`src/hdl/assert_macros.svh`:
```
// ---------------------------------------------------------------------------
// assert_macros.svh
// Clocked assertion wrappers; define NO_ASSERTIONS to compile them out.
// ---------------------------------------------------------------------------
`ifndef ASSERT_MACROS_SVH
`define ASSERT_MACROS_SVH

`ifndef NO_ASSERTIONS
// Assertion sampled on clk, held off while rst_n is low.
`define ASSERT_CLK(lbl, prop, msg) \
  lbl: assert property (@(posedge clk) disable iff (!rst_n) (prop)) else $error(msg);
// Assertion sampled on clk that is also checked during reset.
`define ASSERT_CLK_ALWAYS(lbl, prop, msg) \
  lbl: assert property (@(posedge clk) (prop)) else $error(msg);
`else
`define ASSERT_CLK(lbl, prop, msg)
`define ASSERT_CLK_ALWAYS(lbl, prop, msg)
`endif

`endif

```
`src/hdl/sha1_pkg.sv`:
```
`timescale 1ns / 1ps
`default_nettype none
// ---------------------------------------------------------------------------
// sha1_pkg
// Transfer types and SHA-1 constants for the byte stream hasher.
// ---------------------------------------------------------------------------
package sha1_pkg;

  typedef struct packed {
    logic [7:0] data_byte;
    logic       last_byte;
  } sha1_in_t;

  typedef struct packed {
    logic [31:0] digest_word;
    logic [2:0]  word_index;
    logic        last_word;
  } sha1_out_t;

  // Initial chaining values
  localparam logic [31:0] H_INIT0 = 32'h6745_2301;
  localparam logic [31:0] H_INIT1 = 32'hEFCD_AB89;
  localparam logic [31:0] H_INIT2 = 32'h98BA_DCFE;
  localparam logic [31:0] H_INIT3 = 32'h1032_5476;
  localparam logic [31:0] H_INIT4 = 32'hC3D2_E1F0;

  // Round constants
  localparam logic [31:0] K_R0 = 32'h5A82_7999;
  localparam logic [31:0] K_R1 = 32'h6ED9_EBA1;
  localparam logic [31:0] K_R2 = 32'h8F1B_BCDC;
  localparam logic [31:0] K_R3 = 32'hCA62_C1D6;

  localparam logic [7:0] PAD_MARK   = 8'h80;
  localparam logic [5:0] LEN_POS    = 6'd56;   // length field starts here
  localparam logic [6:0] LAST_ROUND = 7'd79;
  localparam logic [3:0] LEN_BYTES  = 4'd8;
  localparam logic [2:0] LAST_WORD  = 3'd4;

endpackage : sha1_pkg
`default_nettype wire

```
`src/hdl/sha1_byte_stream_hasher_core.sv`:
```
`timescale 1ns / 1ps
`default_nettype none
// ---------------------------------------------------------------------------
// sha1_byte_stream_hasher_core
// SHA-1 over a byte stream: block buffering, padding, 80-round compression.
// ---------------------------------------------------------------------------
//
//  channel | ports                         | moves per transfer
//  --------+-------------------------------+----------------------------------
//  in      | in_valid, in_stall, in_data   | one message byte + last flag
//  out     | out_valid, out_stall, out_data| one digest word, index, last flag
//
//  A byte is taken while the sequencer is idle. Each 64th byte starts
//  the rounds on the shared round adder, then the ADD state folds the
//  result into the chaining words; in_stall holds new bytes meanwhile.
//  The last byte adds one pad byte per cycle (up to 72, with one more block
//  compression if the length field spills over), then five out transfers.
//  rst_n is synchronous; it loads the initial chaining values and clears
//  the sequencer. An out stall holds the current digest word in place.
//
module sha1_byte_stream_hasher_core
  import sha1_pkg::*;
(
  input  wire logic      clk,
  input  wire logic      rst_n,
  input  wire logic      in_valid,
  output logic           in_stall,
  input  wire sha1_in_t  in_data,
  output logic           out_valid,
  input  wire logic      out_stall,
  output sha1_out_t      out_data
);

  // Sequencer states
  localparam logic [2:0] ST_IDLE  = 3'd0;  // taking message bytes
  localparam logic [2:0] ST_PAD   = 3'd1;  // one pad byte per cycle
  localparam logic [2:0] ST_ROUND = 3'd2;  // one round per cycle
  localparam logic [2:0] ST_ADD   = 3'd3;  // fold work vars into hash
  localparam logic [2:0] ST_OUT   = 3'd4;  // digest word transfers

  logic [2:0]  st_r, st_nxt;
  logic [5:0]  pos_r, pos_nxt;            // byte position in block
  logic [63:0] bit_cnt_r, bit_cnt_nxt;    // bit count, shifts out as length
  logic [6:0]  rnd_r, rnd_nxt;
  logic [3:0]  len_cnt_r, len_cnt_nxt;    // length bytes absorbed
  logic        fin_r, fin_nxt;            // message end seen
  logic        mark_r, mark_nxt;          // 0x80 pad byte still pending
  logic [2:0]  out_idx_r, out_idx_nxt;

  logic [31:0] h_r   [5];
  logic [31:0] h_nxt [5];
  logic [31:0] blk_r   [16];              // byte shift line / schedule window
  logic [31:0] blk_nxt [16];
  logic [31:0] a_r, b_r, c_r, d_r, e_r;
  logic [31:0] a_nxt, b_nxt, c_nxt, d_nxt, e_nxt;

  logic        byte_en;
  logic [7:0]  byte_val;
  logic        start_comp;
  logic [31:0] f_val, k_val, w_new, tmp_sum;

  // Round function and constant by round group
  always_comb begin
    case (rnd_r) inside
      [7'd0:7'd19]: begin
        f_val = (b_r & c_r) | (~b_r & d_r);
        k_val = K_R0;
      end
      [7'd20:7'd39]: begin
        f_val = b_r ^ c_r ^ d_r;
        k_val = K_R1;
      end
      [7'd40:7'd59]: begin
        f_val = (b_r & c_r) | (b_r & d_r) | (c_r & d_r);
        k_val = K_R2;
      end
      default: begin
        f_val = b_r ^ c_r ^ d_r;
        k_val = K_R3;
      end
    endcase
  end

  // Shared round unit: rotl5(a) + f + e + k + W[t]
  assign tmp_sum = {a_r[26:0], a_r[31:27]} + f_val + e_r + k_val + blk_r[0];

  // Next schedule word, W[t+16]
  always_comb begin
    logic [31:0] x;
    x     = blk_r[13] ^ blk_r[8] ^ blk_r[2] ^ blk_r[0];
    w_new = {x[30:0], x[31]};
  end

  always_comb begin
    st_nxt      = st_r;
    pos_nxt     = pos_r;
    bit_cnt_nxt = bit_cnt_r;
    rnd_nxt     = rnd_r;
    len_cnt_nxt = len_cnt_r;
    fin_nxt     = fin_r;
    mark_nxt    = mark_r;
    out_idx_nxt = out_idx_r;
    h_nxt       = h_r;
    blk_nxt     = blk_r;
    a_nxt       = a_r;
    b_nxt       = b_r;
    c_nxt       = c_r;
    d_nxt       = d_r;
    e_nxt       = e_r;
    byte_en     = 1'b0;
    byte_val    = 8'h00;
    start_comp  = 1'b0;

    case (st_r)
      ST_IDLE: begin
        if (in_valid) begin
          byte_en     = 1'b1;
          byte_val    = in_data.data_byte;
          bit_cnt_nxt = bit_cnt_r + 64'd8;
          if (in_data.last_byte) begin
            fin_nxt  = 1'b1;
            mark_nxt = 1'b1;
          end
          if (pos_r == 6'd63) begin
            start_comp = 1'b1;
          end else if (in_data.last_byte) begin
            st_nxt = ST_PAD;
          end
        end
      end
      ST_PAD: begin
        byte_en = 1'b1;
        if (mark_r) begin
          byte_val = PAD_MARK;
          mark_nxt = 1'b0;
        end else if (len_cnt_r == 4'd0 && pos_r != LEN_POS) begin
          byte_val = 8'h00;
        end else begin
          // length goes out big-endian, top byte first
          byte_val    = bit_cnt_r[63:56];
          bit_cnt_nxt = {bit_cnt_r[55:0], 8'h00};
          len_cnt_nxt = len_cnt_r + 4'd1;
        end
        if (pos_r == 6'd63) begin
          start_comp = 1'b1;
        end
      end
      ST_ROUND: begin
        e_nxt = d_r;
        d_nxt = c_r;
        c_nxt = {b_r[1:0], b_r[31:2]};
        b_nxt = a_r;
        a_nxt = tmp_sum;
        for (int i = 0; i < 15; i++) begin
          blk_nxt[i] = blk_r[i+1];
        end
        blk_nxt[15] = w_new;
        if (rnd_r == LAST_ROUND) begin
          rnd_nxt = 7'd0;
          st_nxt  = ST_ADD;
        end else begin
          rnd_nxt = rnd_r + 7'd1;
        end
      end
      ST_ADD: begin
        h_nxt[0] = h_r[0] + a_r;
        h_nxt[1] = h_r[1] + b_r;
        h_nxt[2] = h_r[2] + c_r;
        h_nxt[3] = h_r[3] + d_r;
        h_nxt[4] = h_r[4] + e_r;
        if (fin_r && len_cnt_r == LEN_BYTES) begin
          st_nxt = ST_OUT;
        end else if (fin_r) begin
          st_nxt = ST_PAD;
        end else begin
          st_nxt = ST_IDLE;
        end
      end
      ST_OUT: begin
        if (!out_stall) begin
          // rotate so the next word sits at the front
          for (int i = 0; i < 4; i++) begin
            h_nxt[i] = h_r[i+1];
          end
          h_nxt[4]    = h_r[0];
          out_idx_nxt = out_idx_r + 3'd1;
          if (out_idx_r == LAST_WORD) begin
            // back to a fresh message; pos and bit count are already zero
            h_nxt[0]    = H_INIT0;
            h_nxt[1]    = H_INIT1;
            h_nxt[2]    = H_INIT2;
            h_nxt[3]    = H_INIT3;
            h_nxt[4]    = H_INIT4;
            out_idx_nxt = 3'd0;
            len_cnt_nxt = 4'd0;
            fin_nxt     = 1'b0;
            st_nxt      = ST_IDLE;
          end
        end
      end
      default: begin
        st_nxt = ST_IDLE;
      end
    endcase

    // Bytes enter at the bottom; the first byte ends in the top of word 0
    if (byte_en) begin
      for (int i = 0; i < 15; i++) begin
        blk_nxt[i] = {blk_r[i][23:0], blk_r[i+1][31:24]};
      end
      blk_nxt[15] = {blk_r[15][23:0], byte_val};
      pos_nxt     = pos_r + 6'd1;
    end

    if (start_comp) begin
      st_nxt  = ST_ROUND;
      rnd_nxt = 7'd0;
      a_nxt   = h_r[0];
      b_nxt   = h_r[1];
      c_nxt   = h_r[2];
      d_nxt   = h_r[3];
      e_nxt   = h_r[4];
    end
  end

  always_ff @(posedge clk) begin
    if (!rst_n) begin
      st_r      <= ST_IDLE;
      pos_r     <= 6'd0;
      bit_cnt_r <= 64'd0;
      rnd_r     <= 7'd0;
      len_cnt_r <= 4'd0;
      fin_r     <= 1'b0;
      mark_r    <= 1'b0;
      out_idx_r <= 3'd0;
      h_r[0]    <= H_INIT0;
      h_r[1]    <= H_INIT1;
      h_r[2]    <= H_INIT2;
      h_r[3]    <= H_INIT3;
      h_r[4]    <= H_INIT4;
    end else begin
      st_r      <= st_nxt;
      pos_r     <= pos_nxt;
      bit_cnt_r <= bit_cnt_nxt;
      rnd_r     <= rnd_nxt;
      len_cnt_r <= len_cnt_nxt;
      fin_r     <= fin_nxt;
      mark_r    <= mark_nxt;
      out_idx_r <= out_idx_nxt;
      h_r       <= h_nxt;
    end
  end

  // Datapath registers, no reset
  always_ff @(posedge clk) begin
    blk_r <= blk_nxt;
    a_r   <= a_nxt;
    b_r   <= b_nxt;
    c_r   <= c_nxt;
    d_r   <= d_nxt;
    e_r   <= e_nxt;
  end

  assign in_stall             = (st_r != ST_IDLE);
  assign out_valid            = (st_r == ST_OUT);
  assign out_data.digest_word = h_r[0];
  assign out_data.word_index  = out_idx_r;
  assign out_data.last_word   = (out_idx_r == LAST_WORD);

`include "assert_macros.svh"

  `ASSERT_CLK(a_out_blocks_in, out_valid |-> in_stall, "digest out while taking bytes")
  `ASSERT_CLK(a_round_range, (st_r == ST_ROUND) |-> (rnd_r <= LAST_ROUND), "round past 79")
  `ASSERT_CLK(a_fresh_after_digest, (out_valid && !out_stall && out_data.last_word) |=> (st_r == ST_IDLE && bit_cnt_r == 64'd0 && pos_r == 6'd0), "state not fresh after digest")
  `ASSERT_CLK(a_len_done_state, (len_cnt_r == LEN_BYTES) |-> (st_r == ST_ROUND || st_r == ST_ADD || st_r == ST_OUT), "length absorbed outside final block")
  `ASSERT_CLK(a_out_at_block_edge, out_valid |-> (pos_r == 6'd0 && fin_r), "digest out mid block")

endmodule : sha1_byte_stream_hasher_core
`default_nettype wire

```
`config.mk`:
```
export PLATFORM = sky130hd
export DESIGN_NAME = sha1_byte_stream_hasher_core
export DESIGN_NICKNAME = d
export VERILOG_FILES = /design/src/hdl/sha1_pkg.sv /design/src/hdl/sha1_byte_stream_hasher_core.sv
export VERILOG_INCLUDE_DIRS = /design/src /design/src/hdl
export SDC_FILE = /design/constraint.sdc
export NUM_CORES = 2
export LEC_CHECK = 0
export BUFFER_PORTS_ARGS = -buffer_cell sky130_fd_sc_hd__buf_4
export CAP_MARGIN = 40
export CORE_MARGIN = 2
export CORE_UTILIZATION = 51
export DETAILED_ROUTE_END_ITERATION = 8
export PLACE_DENSITY = 0.66
export SYNTH_ARGS = -nofsm -noshare
export SYNTH_HDL_FRONTEND = slang
export SYNTH_SLANG_ARGS = --single-unit
```
`constraint.sdc`:
```
create_clock -name clk -period 16.48 [get_ports clk]
set_clock_uncertainty 0.1 [all_clocks]
set_input_delay 1.648 -clock clk [delete_from_list [all_inputs] [get_ports clk]]
set_output_delay 1.648 -clock clk [all_outputs]
set_load 0.01 [all_outputs]
```
---- Word level (Yosys, flattened, before mapping) ----
Cells that the tools add are included.
storage, ports and cells
  memory bits (read-only) ................. 0
  memories ................................ 0
  logic and storage cells ................. 175
  input bits .............................. 13
  RAM bits ................................ 0
  latch bits .............................. 0
  register bits after elaboration ......... 921
cells by class
  reductions and logical operators ........ 23
  $add $sub $neg .......................... 14
  divide/modulo/power cells ............... 0
  multiply operators ...................... 0
  bitwise gates (word level) .............. 16
  equal/unequal tests ..................... 24
  order comparisons ....................... 6
  multiplexer cells ....................... 57
  shift operators ......................... 0
operator list
  kind                                                                   count
  512-bit two-way mux                                                    2
  32-bit two-way mux                                                     15
  160-bit two-way mux                                                    2
  160-bit case mux with 2 select lines                                   1
  32-bit adder                                                           9
  64-bit two-way mux                                                     3
  32-bit XOR                                                             5
  32-bit AND                                                             4
  64-bit case mux with 2 select lines                                    1
  32-bit OR                                                              3
  64-bit by 4-bit adder with 64-bit output, second input constant        1
  32-bit NOT                                                             1
  31-bit two-way mux                                                     1
  3-bit two-way mux                                                      8
  8-bit two-way mux                                                      3
  4-bit two-way mux                                                      4
  2-bit inequality test, second input constant                           8
  8-bit case mux with 2 select lines                                     1
  3-bit case mux with 5 select lines                                     1
  7-bit by 6-bit <= comparator with 1-bit output, second input constant  2
  7-bit AND reduction                                                    2
  3-bit inequality test, second input constant                           4
  2-bit nonzero test                                                     6
  5-bit AND reduction                                                    2
  32 further kinds                                                       51

---- Logic depth before layout (Yosys ltp) ----
  depth after elaboration ................. 12
  gate-level depth with buffers ........... 25
  gate-level depth less buffers ........... 24

---- Worst setup path before layout ----
No wires, ideal clock.
  path kind ............................... in2reg
  start ................................... in in_valid
  end ..................................... reg blk_r[0] (netlist bit) (enable)
  data arrival time ....................... 10.883 ns
  library setup time ...................... 3.655 ns
  cell stages on the path ................. 4
  data required time ...................... 12.725 ns
  buffers on the path ..................... 2
  slack ................................... 1.842 ns
  cells stage by stage .................... o21ai_1 clkbuf_1 clkbuf_1 nand2_1
between the ends
  cells in the longest elaborated chain, start to end .. 3
RTL lines
  element                             RTL line                             RTL
  start, declared                     sha1_byte_stream_hasher_core.sv:26   input wire logic in_valid,
  1-bit two-way mux                   sha1_byte_stream_hasher_core.sv:116  if (in_valid) begin
  1-bit case mux with 2 select lines  sha1_byte_stream_hasher_core.sv:114  case (st_r)
  2-bit nonzero test (no line)        -
  end signal, assigned                sha1_byte_stream_hasher_core.sv:256  blk_r <= blk_nxt;
  end, declared                       sha1_byte_stream_hasher_core.sv:52   logic [31:0] blk_r [16];
Every way passes these cells.
A chain may end at the register's enable or synchronous reset.

---- Final worst setup path ----
  start ................................... reg rnd_r[0]
  end ..................................... reg a_r[23], data pin
between the ends
  cells in the longest elaborated chain, start to end .. 11
  elaborated cells between the ends (all ways) .. 21
  those cells by class .................... add/sub: 4; order compare: 6; mux: 8; reduce/logical: 3
RTL lines
  element                                                                                                                                   RTL line                             RTL
  start, declared                                                                                                                           sha1_byte_stream_hasher_core.sv:44   logic [6:0] rnd_r, rnd_nxt;
  start signal, assigned                                                                                                                    sha1_byte_stream_hasher_core.sv:245  rnd_r <= rnd_nxt;
  7-bit by 6-bit greater-or-equal comparator with 1-bit output (no line) or 7-bit by 6-bit <= comparator with 1-bit output (tied branches)  -
  1-bit logical AND (no line)                                                                                                               -
  32-bit two-way mux (3 in a row)                                                                                                           sha1_byte_stream_hasher_core.sv:64   case (rnd_r) inside
  32-bit adder (2 in a row)                                                                                                                 sha1_byte_stream_hasher_core.sv:85   assign tmp_sum = {a_r[26:0], a_r[31:27]} + f_val + e_r + k_val + blk_r[0];
  32-bit adder (*) (2 in a row)                                                                                                             sha1_byte_stream_hasher_core.sv:85
  32-bit two-way mux (*)                                                                                                                    sha1_byte_stream_hasher_core.sv:114
  32-bit two-way mux (*)                                                                                                                    sha1_byte_stream_hasher_core.sv:215  if (start_comp) begin
  via a_nxt[23]                                                                                                                             sha1_byte_stream_hasher_core.sv:55   logic [31:0] a_nxt, b_nxt, c_nxt, d_nxt, e_nxt;
  end signal, assigned                                                                                                                      sha1_byte_stream_hasher_core.sv:257  a_r <= a_nxt;
  end, declared                                                                                                                             sha1_byte_stream_hasher_core.sv:54   logic [31:0] a_r, b_r, c_r, d_r, e_r;
Mark *: on every way through the listed nets, which the timed path passes. The rest lies on a longest branch. The select of a mux whose other input is x is not followed.

==> impl_metrics.json <==
{
  "r2r-start": "rnd_r[0]$_SDFFE_PP0P_",
  "clock.fmax_ghz": 0.147,
  "start_kind": "flip-flop",
  "worstSkewPairLatency_ns": 0.73,
  "io_buffers": 50,
  "p_sw_frac": 0.274,
  "avgSynthCellArea_um2": 8.96,
  "drive_gt1_frac": 0.0581,
  "ys_warn_count": 0,
  "antenna_found_initial": 4,
  "die_area_um2": 108000,
  "power.density_nw_per_um2": 107,
  "start_util": 0.512,
  "grt_overflow_total": 0,
  "pin_count": 51,
  "total_leakage_power_uw": 0.0248,
  "synth_edf_count": 672,
  "die-width_um": 329,
  "combinationalPowerShare": 0.144,
  "final_max_slew_viol_count": 0,
  "cts.sinks": 918,
  "rsz0062_at_grt": "no",
  "arrival_ns": 7.15,
  "outcome": "completed",
  "yosys.area.top_type": "edfxtp_1",
  "relSlewSlack": 0.321,
  "worst_pin_slew_ns": 1.02,
  "synth.net_count": 6339,
  "synth.top_cell.area_share": 0.375,
  "core_area_um2": 105000,
  "worst_slack_ns": 9.67,
  "wl_um": 157000,
  "grtUsageTotal": 0.288,
  "holdCritPathClass": "flip-flop to flip-flop",
  "ys_seq_elements": 918,
  "end_kind": "flip-flop",
  "ant_nets": 0,
  "pre_cts_ws_ns": 9.77,
  "synthFlopType": "edfxtp_1",
  "vias": 43300,
  "ir_drop_v": 0.000102,
  "cpPeakStageDelay_ns": 0.48,
  "ys_top_cells_by_area": "edfxtp_1 (38%), nand2_1 (14%), dfxtp_1 (9.2%)",
  "critPathMaxFanout": 34,
  "cts_resized": 0,
  "routabilityCongestion": 0.984,
  "synthArstFlopShare": 0,
  "path_class": "flip-flop to flip-flop",
  "netlist-cell-type-count": 90,
  "htree_levels": 3,
  "netlist_top_cells_count": "nand2_1 (2014), edfxtp_1 (672), nor2_1 (344)",
  "grt_pass1_wl_um": 242000,
  "viasPerCell": 5.87,
  "syn-cell-area_um2": 53800,
  "internal_power_uw": 4560,
  "crit_path_start": "rnd_r[0]$_SDFFE_PP0P_",
  "period_share": 0.413,
  "postCtsHoldBufs": 0,
  "max_cap_violations": 0,
  "clkPwrFrac": 0.388,
  "syn2layout_area_growth_pct": 9.60,
  "p_seq_frac": 0.468,
  "synth_cells": 5999,
  "cts_root_buf": "clkbuf_16",
  "drt_iter0_drc": 4810,
  "fin_nets": 6226,
  "nFillCells": 9344,
  "yosysMostFrequentCell": "nand2_1",
  "cts_tree": "yes",
  "first_global_vias": 41100,
  "post-dp-hpwl_um": 109000,
  "cp.required_ns": 16.81,
  "switchingPower_uw": 1720,
  "wl_per_cell_um": 21.4,
  "clk_pin_slew_ns": 0.06,
  "grt_start_max_net_pins": 229,
  "hp-start": "mark_r$_SDFFE_PN0P_",
  "rows": 119,
  "period_needed_ns": 6.81,
  "setup_viol": 0,
  "reg2reg_slack_ns": 9.67,
  "drc_errors": 0,
  "finalHoldViolCount": 0,
  "cts_setup_buffers": 0,
  "fin_setup_tns_ns": 0,
  "synth.yosys.seq_area_share": 0.467,
  "die_h_um": 329,
  "cts_buffers": 103,
  "clock_path_buffers": 3,
  "cp_slowest_cell": "fa_1",
  "firstDrtPassIters": 8
}
## layout make-up
| class | instances | area (µm²) | area share |
|---|---|---|---|
| clock inverter | 61 | 719 | 0.0122 |
| antenna | 2 | 5.00 | 0.0000849 |
| multi-input combinational | 4500 | 26400 | 0.449 |
| clock buffer | 135 | 2810 | 0.0477 |
| timing repair buffer | 119 | 1190 | 0.0201 |
| sequential | 918 | 25100 | 0.426 |
| tap | 1391 | 1740 | 0.0295 |
| inverter | 244 | 921 | 0.0156 |
## layout by cell type (no fill, tap or decap), types with 49 or more instances in the layout
cell type / count
a211oi_1: 49
inv_1: 235
fa_1: 125
clkbuf_16: 105
nand3_1: 110
buf_4: 101
nand2_1: 2011
xnor2_1: 186
ha_1: 202
a221oi_1: 52
xor2_1: 76
edfxtp_1: 672
nor3_1: 63
o21ai_0: 260
mux2i_1: 55
a21o_1: 76
nor2_1: 340
dfxtp_1: 246
a21oi_1: 243
## sequential cells by signal (all words and copies together), names as in the netlist, 3 cells and up
signal     count
a_r           32
st_r           3
b_r           32
pos_r          6
d_r           32
out_data      32
h_r          128
rnd_r          7
out_idx_r      3
c_r           32
blk_r        512
e_r           32
len_cnt_r      4
bit_cnt_r     61
## final timing paths
check,depth (start not counted),endpoint
worst max-delay path,26,a_r[23]$_DFFE_PP_
worst max register to register,26,a_r[23]$_DFFE_PP_
worst min-delay path,2,mark_r$_SDFFE_PN0P_
worst min register to register,2,mark_r$_SDFFE_PN0P_
## power by group through the flow
| stage | Combinational (µW) | Sequential (µW) | Clock [µW] |
|---|---|---|---|
| 5_1_grt | 1030 | 2970 | 2540 |
| 3_5_place_dp | 907 | 2990 | 0 |
| 3_3_place_gp | 875 | 2980 | 0 |
| 4_1_cts | 911 | 2940 | 2460 |
| 2_1_floorplan | 682 | 2970 | 0 |
| 6_report | 905 | 2940 | 2440 |
## worst max-delay path: cells and delay by family (launching register included)
family / cells / cell delay [ns]
buffers and inverters: 6 / 0.93
and+or+nand+nor: 4 / 0.64
muxes: 1 / 0.16
DFF: 1 / 0.42
adders and majority gates: 5 / 1.73
AOI/OAI and AO/OA: 10 / 2.52
## cell families (layout without fill, tap and decap cells)
family                     count (synthesis)  in the layout  synth area share
and+or+nand+nor                         2773           2773             0.210
AOI/OAI and AO/OA                       1080           1080             0.133
DFF                                      918            918             0.467
buffers and inverters                    581            559            0.0429
adders and majority gates                327            327            0.0936
xor gates and xnor gates                 262            262            0.0427
muxes                                     58             58            0.0109
other                                      0              2                 0
## routing by layer
layer  GRT usage  vias up  share of wire
li1            -    20500              -
met1       0.406    20800           0.43
met2       0.441     1621           0.44
met4      0.0994        4          0.035
met5           0        -        0.00010
met3      0.0627      304          0.088
## metrics by stage
stage | hold slack (ns) | std cells | area, µm² | util | power, µW
after floorplan | 0.350 | 5999 | 53800 | - | 3650
final | 0.401 | 7370 | 58900 | 0.561 | 6280
after global placement | 0.379 | 7156 | 55000 | 0.524 | 3860
after detailed placement | 0.392 | 7172 | 55400 | 0.528 | 3890
after global routing | 0.420 | 7369 | 58900 | 0.561 | 6540
after CTS | 0.400 | 7368 | 58900 | 0.561 | 6320
Note: power is estimated with default switching activity, not from simulation.
